`config.mk`:
```
export PLATFORM = sky130hd
export DESIGN_NAME = integer_literal_scanner
export DESIGN_NICKNAME = d
export VERILOG_FILES = /design/src/rtl/ils_pkg.sv /design/src/rtl/integer_literal_scanner.sv
export VERILOG_INCLUDE_DIRS = /design/src /design/src/rtl
export SDC_FILE = /design/constraint.sdc
export NUM_CORES = 1
export LEC_CHECK = 0
export BUFFER_PORTS_ARGS = -buffer_cell sky130_fd_sc_hd__buf_2
export CORE_MARGIN = 2
export CORE_UTILIZATION = 55
export CTS_BUF_LIST = sky130_fd_sc_hd__clkbuf_2 sky130_fd_sc_hd__clkbuf_4 sky130_fd_sc_hd__clkbuf_8
export CTS_CLUSTER_DIAMETER = 30
export CTS_CLUSTER_SIZE = 10
export DETAILED_ROUTE_END_ITERATION = 6
export PLACE_DENSITY = 0.73
export SYNTH_ARGS = -nofsm -noshare
export SYNTH_HDL_FRONTEND = slang
export SYNTH_SLANG_ARGS = --single-unit
```
`constraint.sdc`:
```
create_clock -name clk -period 17 [get_ports clk]
set_input_delay 0.85 -clock clk [delete_from_list [all_inputs] [get_ports clk]]
set_output_delay 0.85 -clock clk [all_outputs]
set_load 0.1 [all_outputs]
```
`src/rtl/integer_literal_scanner_macros.svh`:
```
// ----------------------------------------------------------------------------
// Assertion macros for the integer literal scanner
// Concurrent checks, compiled out when SYNTHESIS is defined.
// ----------------------------------------------------------------------------
`ifndef INTEGER_LITERAL_SCANNER_MACROS_SVH
`define INTEGER_LITERAL_SCANNER_MACROS_SVH

`ifndef SYNTHESIS
// same-cycle implication
`define ILS_ASSERT_NOW(label, clk, rst_n, ante, cons) \
  label: assert property (@(posedge clk) disable iff (!rst_n) (ante) |-> (cons)) \
    else $error("integer_literal_scanner: same-cycle check failed");
// next-cycle implication
`define ILS_ASSERT_NEXT(label, clk, rst_n, ante, cons) \
  label: assert property (@(posedge clk) disable iff (!rst_n) (ante) |=> (cons)) \
    else $error("integer_literal_scanner: next-cycle check failed");
`else
`define ILS_ASSERT_NOW(label, clk, rst_n, ante, cons)
`define ILS_ASSERT_NEXT(label, clk, rst_n, ante, cons)
`endif

`endif

```
`src/rtl/ils_pkg.sv`:
```
// ----------------------------------------------------------------------------
// ils_pkg
// Types, character codes and helper functions for the integer literal scanner.
// ----------------------------------------------------------------------------
`timescale 1ns / 1ps
`default_nettype none

package ils_pkg;

  localparam int VALUE_BITS = 64;
  // value * 16 + 15 fits in four extra bits
  localparam int PROD_W     = VALUE_BITS + 4;

  localparam logic [7:0] CH_ZERO  = 8'h30;
  localparam logic [7:0] CH_NINE  = 8'h39;
  localparam logic [7:0] CH_LO_A  = 8'h61;
  localparam logic [7:0] CH_LO_F  = 8'h66;
  localparam logic [7:0] CH_UP_A  = 8'h41;
  localparam logic [7:0] CH_UP_F  = 8'h46;
  localparam logic [7:0] CH_LO_X  = 8'h78;
  localparam logic [7:0] CH_UP_X  = 8'h58;
  localparam logic [7:0] CH_LO_B  = 8'h62;
  localparam logic [7:0] CH_UP_B  = 8'h42;
  localparam logic [7:0] CH_LO_O  = 8'h6f;
  localparam logic [7:0] CH_UNDER = 8'h5f;

  localparam logic [1:0] RADIX_DEC = 2'd0;
  localparam logic [1:0] RADIX_HEX = 2'd1;
  localparam logic [1:0] RADIX_BIN = 2'd2;
  localparam logic [1:0] RADIX_OCT = 2'd3;

  localparam logic [1:0] STAT_OK       = 2'd0;
  localparam logic [1:0] STAT_RANGE    = 2'd1;
  localparam logic [1:0] STAT_OVERFLOW = 2'd2;

  localparam logic [4:0] NOT_HEX = 5'd16;

  typedef enum logic [3:0] {
    PH_IDLE    = 4'b0001,
    PH_ZERO    = 4'b0010,
    PH_DIGITS  = 4'b0100,
    PH_SWALLOW = 4'b1000
  } scan_phase_t;

  typedef struct packed {
    logic       first_byte;
    logic [7:0] char_in;
  } ils_in_t;

  typedef struct packed {
    logic [63:0] value_out;
    logic [1:0]  radix_code;
    logic [1:0]  status_out;
    logic [15:0] consumed_len;
  } ils_out_t;

  function automatic logic [4:0] hex_value(input logic [7:0] c);
    logic [4:0] d;
    if (c >= CH_ZERO && c <= CH_NINE) begin
      d = 5'(c - CH_ZERO);
    end else if (c >= CH_LO_A && c <= CH_LO_F) begin
      d = 5'(c - CH_LO_A) + 5'd10;
    end else if (c >= CH_UP_A && c <= CH_UP_F) begin
      d = 5'(c - CH_UP_A) + 5'd10;
    end else begin
      d = NOT_HEX;
    end
    return d;
  endfunction

  function automatic logic is_decimal(input logic [7:0] c);
    return (c >= CH_ZERO) && (c <= CH_NINE);
  endfunction

  function automatic logic [4:0] base_of(input logic [1:0] radix);
    logic [4:0] b;
    case (radix)
      RADIX_DEC: b = 5'd10;
      RADIX_HEX: b = 5'd16;
      RADIX_BIN: b = 5'd2;
      RADIX_OCT: b = 5'd8;
      default:   b = 5'd10;
    endcase
    return b;
  endfunction

endpackage

`default_nettype wire

```
`src/rtl/integer_literal_scanner.sv`:
```
// ----------------------------------------------------------------------------
// integer_literal_scanner
// Scans an integer literal one byte per transfer (0x/0X, 0b/0B, 0o prefixes,
// underscores skipped) and returns value, radix, status and length when the
// first unconsumed byte arrives.
//
//   channel | direction | ports                              | payload
//   in      | input     | in_valid, in_ready, in_data        | ils_in_t
//   out     | output    | out_valid, out_ready, out_data     | ils_out_t
//
// One byte per cycle sustained while no result is held: a byte is registered in
// the byte stage, then the scan state and the result register are updated from it.
// out_valid rises once the terminating byte has left the byte stage and the result register is loaded.
// The per-byte path is one multiply-by-constant (shift/add) and overflow check.
// Reset (rst_n low, synchronous) empties both registers and returns to idle.
// A held result stalls the byte stage only while out_ready is low.
// ----------------------------------------------------------------------------
`timescale 1ns / 1ps
`default_nettype none
`include "integer_literal_scanner_macros.svh"

module integer_literal_scanner (
  input  wire               clk,
  input  wire               rst_n,
  input  wire               in_valid,
  output logic              in_ready,
  input  wire ils_pkg::ils_in_t in_data,
  output logic              out_valid,
  input  wire               out_ready,
  output ils_pkg::ils_out_t out_data
);
  import ils_pkg::*;

  // byte stage
  logic    st_vld_r;
  ils_in_t st_data_r;

  // scan state
  scan_phase_t            phase_r, phase_nxt;
  logic [1:0]             radix_r, radix_nxt;
  logic [VALUE_BITS-1:0]  acc_r, acc_nxt;
  logic [1:0]             err_r, err_nxt;
  logic [15:0]            len_r, len_nxt;

  // result stage
  logic     out_vld_r;
  ils_out_t out_data_r, out_data_nxt;
  logic     emit;

  logic adv;
  logic do_digit;
  logic [4:0] d;
  logic [PROD_W-1:0] acc_ext, prod;
  logic overflow;
  logic [7:0] c;

  assign adv      = !out_vld_r || out_ready;
  assign in_ready = !st_vld_r || adv;
  assign c        = st_data_r.char_in;
  assign d        = hex_value(c);

  always_comb begin
    phase_nxt    = phase_r;
    radix_nxt    = radix_r;
    acc_nxt      = acc_r;
    err_nxt      = err_r;
    len_nxt      = len_r;
    emit         = 1'b0;
    do_digit     = 1'b0;
    acc_ext      = '0;
    prod         = '0;
    overflow     = 1'b0;

    if (st_data_r.first_byte) begin
      radix_nxt = RADIX_DEC;
      acc_nxt   = '0;
      err_nxt   = STAT_OK;
      len_nxt   = '0;
      if (c == CH_ZERO) begin
        len_nxt   = 16'd1;
        phase_nxt = PH_ZERO;
      end else begin
        phase_nxt = PH_DIGITS;
        do_digit  = 1'b1;
      end
    end else begin
      case (phase_r)
        PH_IDLE: begin
        end
        PH_ZERO: begin
          phase_nxt = PH_DIGITS;
          if (c == CH_LO_X || c == CH_UP_X) begin
            radix_nxt = RADIX_HEX;
            len_nxt   = 16'd2;
          end else if (c == CH_LO_B || c == CH_UP_B) begin
            radix_nxt = RADIX_BIN;
            len_nxt   = 16'd2;
          end else if (c == CH_LO_O) begin
            radix_nxt = RADIX_OCT;
            len_nxt   = 16'd2;
          end else begin
            // the leading zero was a decimal digit
            do_digit = 1'b1;
          end
        end
        PH_DIGITS: begin
          do_digit = 1'b1;
        end
        PH_SWALLOW: begin
          if (is_decimal(c)) begin
            len_nxt = (len_r == 16'hFFFF) ? len_r : len_r + 16'd1;
          end else begin
            emit      = 1'b1;
            phase_nxt = PH_IDLE;
          end
        end
        default: begin
          phase_nxt = PH_IDLE;
        end
      endcase
    end

    if (do_digit) begin
      acc_ext = PROD_W'(acc_nxt);
      case (radix_nxt)
        RADIX_DEC: prod = (acc_ext << 3) + (acc_ext << 1);
        RADIX_HEX: prod = acc_ext << 4;
        RADIX_BIN: prod = acc_ext << 1;
        RADIX_OCT: prod = acc_ext << 3;
        default:   prod = acc_ext;
      endcase
      prod     = prod + PROD_W'(d);
      overflow = |prod[PROD_W-1:VALUE_BITS];

      if (c == CH_UNDER) begin
        len_nxt = (len_nxt == 16'hFFFF) ? len_nxt : len_nxt + 16'd1;
      end else if (d == NOT_HEX) begin
        emit      = 1'b1;
        phase_nxt = PH_IDLE;
      end else if (d >= base_of(radix_nxt) || overflow) begin
        err_nxt = (d >= base_of(radix_nxt)) ? STAT_RANGE : STAT_OVERFLOW;
        acc_nxt = '0;
        if (is_decimal(c)) begin
          len_nxt   = (len_nxt == 16'hFFFF) ? len_nxt : len_nxt + 16'd1;
          phase_nxt = PH_SWALLOW;
        end else begin
          emit      = 1'b1;
          phase_nxt = PH_IDLE;
        end
      end else begin
        acc_nxt = prod[VALUE_BITS-1:0];
        len_nxt = (len_nxt == 16'hFFFF) ? len_nxt : len_nxt + 16'd1;
      end
    end

    out_data_nxt.value_out    = (err_nxt != STAT_OK) ? 64'd0 : 64'(acc_nxt);
    out_data_nxt.radix_code   = radix_nxt;
    out_data_nxt.status_out   = err_nxt;
    out_data_nxt.consumed_len = len_nxt;
  end

  always_ff @(posedge clk) begin
    if (!rst_n) begin
      st_vld_r <= 1'b0;
    end else if (in_ready) begin
      st_vld_r <= in_valid;
    end
    if (in_ready && in_valid) begin
      st_data_r <= in_data;
    end
  end

  always_ff @(posedge clk) begin
    if (!rst_n) begin
      phase_r <= PH_IDLE;
      radix_r <= RADIX_DEC;
      acc_r   <= '0;
      err_r   <= STAT_OK;
      len_r   <= '0;
    end else if (st_vld_r && adv) begin
      phase_r <= phase_nxt;
      radix_r <= radix_nxt;
      acc_r   <= acc_nxt;
      err_r   <= err_nxt;
      len_r   <= len_nxt;
    end
  end

  always_ff @(posedge clk) begin
    if (!rst_n) begin
      out_vld_r <= 1'b0;
    end else if (st_vld_r && adv && emit) begin
      out_vld_r <= 1'b1;
    end else if (out_ready) begin
      out_vld_r <= 1'b0;
    end
    if (st_vld_r && adv && emit) begin
      out_data_r <= out_data_nxt;
    end
  end

  assign out_valid = out_vld_r;
  assign out_data  = out_data_r;

  // an errored result never carries a value
  `ILS_ASSERT_NOW(a_err_value_zero, clk, rst_n,
    out_vld_r && (out_data_r.status_out != STAT_OK), out_data_r.value_out == 64'd0)
  // swallowing only happens after an error, with the value cleared
  `ILS_ASSERT_NOW(a_swallow_err, clk, rst_n,
    phase_r == PH_SWALLOW, (err_r != STAT_OK) && (acc_r == '0))
  // a prefixed literal has consumed at least its two prefix bytes
  `ILS_ASSERT_NOW(a_prefix_len, clk, rst_n,
    out_vld_r && (out_data_r.radix_code != RADIX_DEC), out_data_r.consumed_len >= 16'd2)
  // after a leading zero the state is a fresh decimal literal of length one
  `ILS_ASSERT_NOW(a_zero_phase, clk, rst_n,
    phase_r == PH_ZERO, (len_r == 16'd1) && (radix_r == RADIX_DEC) && (acc_r == '0))
  // a stalled result holds the byte stage
  `ILS_ASSERT_NEXT(a_stage_hold, clk, rst_n,
    st_vld_r && out_vld_r && !out_ready, st_vld_r && $stable(st_data_r))

endmodule

`default_nettype wire

```
==> results.md <==
- Outcome: finished with violations
- Failing checks: DRC
- Final hold viol count: 0
- DR WL/cell: 23.5 µm
- I/O Buffers: 98
- Total placed cells including tap cells: 2715
- Yosys reg bits: 183
- Number of flops mapped to enable cells by yosys: 93
- CP delay by family, top: buffers and inverters
- Max clock buf depth: 2
- Die height: 186 µm
- GP Congestion: 1.02
- DR iter-0 viols: 2447
- Max layer used: met4
- Final worst-path cycle share: 0.533
- Most frequent cells in the layout: nor2_1, nand2_1, o21ai_0, a21oi_1, buf_2
- Slew margin rel.: 0.245
- Post-layout net count: 2337
- Util after Layout: 0.583
- Fmax: 110 MHz
- Pwr per Cell Area: 59.6 mW/mm²
- Hold path start: radix_r[1]
- CTS Hold Bufs: 0
- Critical Path RT: 17.17 ns
- Vias in the first global route: 17300
- Area grow syn2layout: 4.30%
- Critical path's most frequent cell: buf_4
- Post-Syn Area per Cell: 7.69 µm²
- TritonRoute pass-1 iters: 7
- Via density per instance: 6.90
- Post-DP Area: 0.0185 mm²
- Max-slew violation count: 0
- WP data arrival: 9.22 ns
- M1 WL: 26.6 mm
- Commonest non-fill, non-tap cell in the layout: nor2_1
- Reg2reg end: out_data[54]
- Largest net degree at the start of global routing: 180
- Final ANT Viol Nets: 0
- H-tree depth reported by CTS: 4
- Vias: 18900
- Worst setup path class: reg2reg
- Chip width: 186 µm
- Fillers: 3134
- Core ar.: 0.0325 mm²
- Worst clock skew: 0.0228 ns
- CP endpoint: out_data[54]
- Max-cap viol count: 0
- Skew-Pair Late Insertion Delay: 0.54 ns
- Startpoint types: flip-flop
- Top-Level Pins: 99
- Dpl ws: 8.15 ns
- HPWL Detailed: 45.5 mm
- Final wirelength: 64.5 mm
- Worst-path fanout max: 179
- Clock sinks: 183
- Pleak: 6.13 nW
- Die ar.: 0.0345 mm²
- DRC: 9
- RSZ-0062 raised after global routing: false
- Yosys warning count: 0
- Diode count: 0
- Design Area, Final: 0.0190 mm²
- Remaining global-route overflow: 0
- Worst setup EP type: flip-flop
- Total GRT Usage: 0.370
- Resized Gates After CTS: 0
- Met2 WL: 29.3 mm
- Tmin final: 9.05 ns
- TritonCTS clock tree: done
- Initial antenna violation count: 0
- Worst slew pin tran: 1.13 ns
- Max IR drop VDD: 0.0000519 V
- Setup ws final: 7.95 ns
- Clock-pin slew on the worst setup and hold paths: 0.12 ns
- Max stage delay on crit path: 0.76 ns
- Root Buffer: clkbuf_8
- Buf/Inv on CP: 8
- FF-to-FF setup slack: 7.95 ns
- CP Depth: 25
- Layout Cells excl Fill: 2747
- Buffer count from post-CTS setup fixing: 0
- Register-to-Register Path Depth: 25
- Register area share after synthesis: 0.253
- Critical-path top delay cell: buf_4
- Type of the worst min-delay path: reg2reg
- Mapped Area: 0.0182 mm²
- FFs w/ async S/R, synth: 0
- Net Count, Synth: 2409
- WL met3: 5.71 mm
- Share of cells above drive strength 1: 0.134
- Worst Setup SP: st_data_r[8]
- Syn Inst Count: 2364
- Cell variety after synth: 114
- TNS Setup: 0 ns
- Number of buffers created by CTS: 17
- Setup-failing EPs final: 0
- RR Startpoint: st_data_r[8]
- Starting density of the core: 0.559
- Rows: 66
- Hold slack: 0.478 ns
- Synth Flop Type: edfxtp_1
- Total Power: 1.13 mW
- First-pass GRT wire length: 99.5 mm
-- area by class of cell --
| type | count | area [µm²] | share of cell area |
|---|---|---|---|
| clock buffer | 17 | 234 | 0.0123 |
| clock inverter | 15 | 220 | 0.0116 |
| inverter | 54 | 203 | 0.0107 |
| multi-input combinational | 1909 | 12400 | 0.656 |
| sequential | 183 | 4590 | 0.242 |
| tap | 442 | 553 | 0.0292 |
| timing repair buffer | 127 | 721 | 0.0380 |
-- power by group --
group	internal, mW	switching [mW]	total [mW]
Combinational	0.0738	0.191	0.265
Clock	0.142	0.204	0.346
Sequential	0.484	0.0364	0.520
Total	0.699	0.431	1.13
-- worst min path at each step --
| stage | endpoint | slack (ns) | cells after the start |
|---|---|---|---|
| 2_1_floorplan | radix_r[1] | 0.44 | 2 |
| 3_3_place_gp | radix_r[1] | 0.45 | 2 |
| 3_5_place_dp | radix_r[1] | 0.45 | 2 |
| 4_1_cts | c[3] | 0.46 | 1 |
| 5_1_grt | c[3] | 0.46 | 1 |
| 6_report | radix_r[1] | 0.48 | 2 |
-- registers in the layout, summed over array words and instances (netlist names), 2 cells and up --
name,flops
out_data,84
len_r,16
acc_r,64
radix_r,2
err_r,2
c,8
phase_r,4
-- worst min-delay path, delay by kind of cell (launching register included) --
kind / cells / cell delay, ns
compound gates: 1 / 0.05
flops: 1 / 0.34
simple gates: 1 / 0.06
-- kinds of logic after synthesis --
| group | share of synthesized area |
|---|---|
| multiplexers | 0.0125 |
| AO/OA/AOI/OAI | 0.336 |
| flip-flops | 0.253 |
| buffers and inverters | 0.0653 |
| XOR/XNOR | 0.0681 |
| AND/OR/NAND/NOR | 0.242 |
| adder cells (fa/ha/maj) | 0.0230 |
-- Yosys cell counts (53+ instances only) --
cell,n,area (µm²)
nor2_1,333,1250
o21ai_0,150,751
a222oi_1,54,541
clkbuf_1,132,495
edfxtp_1,93,2790
xnor2_1,93,815
dfxtp_1,90,1800
a21oi_1,149,746
nand2_1,203,762
inv_1,53,199
a211oi_1,54,405
nor3_1,72,360
-- per-layer routing --
metal	global-route usage	vias up
li1	-	8737
met1	0.486	8995
met2	0.591	1033
met3	0.0706	177
met4	0.166	0
met5	0	-
Note: power is estimated with default switching activity, not from simulation.
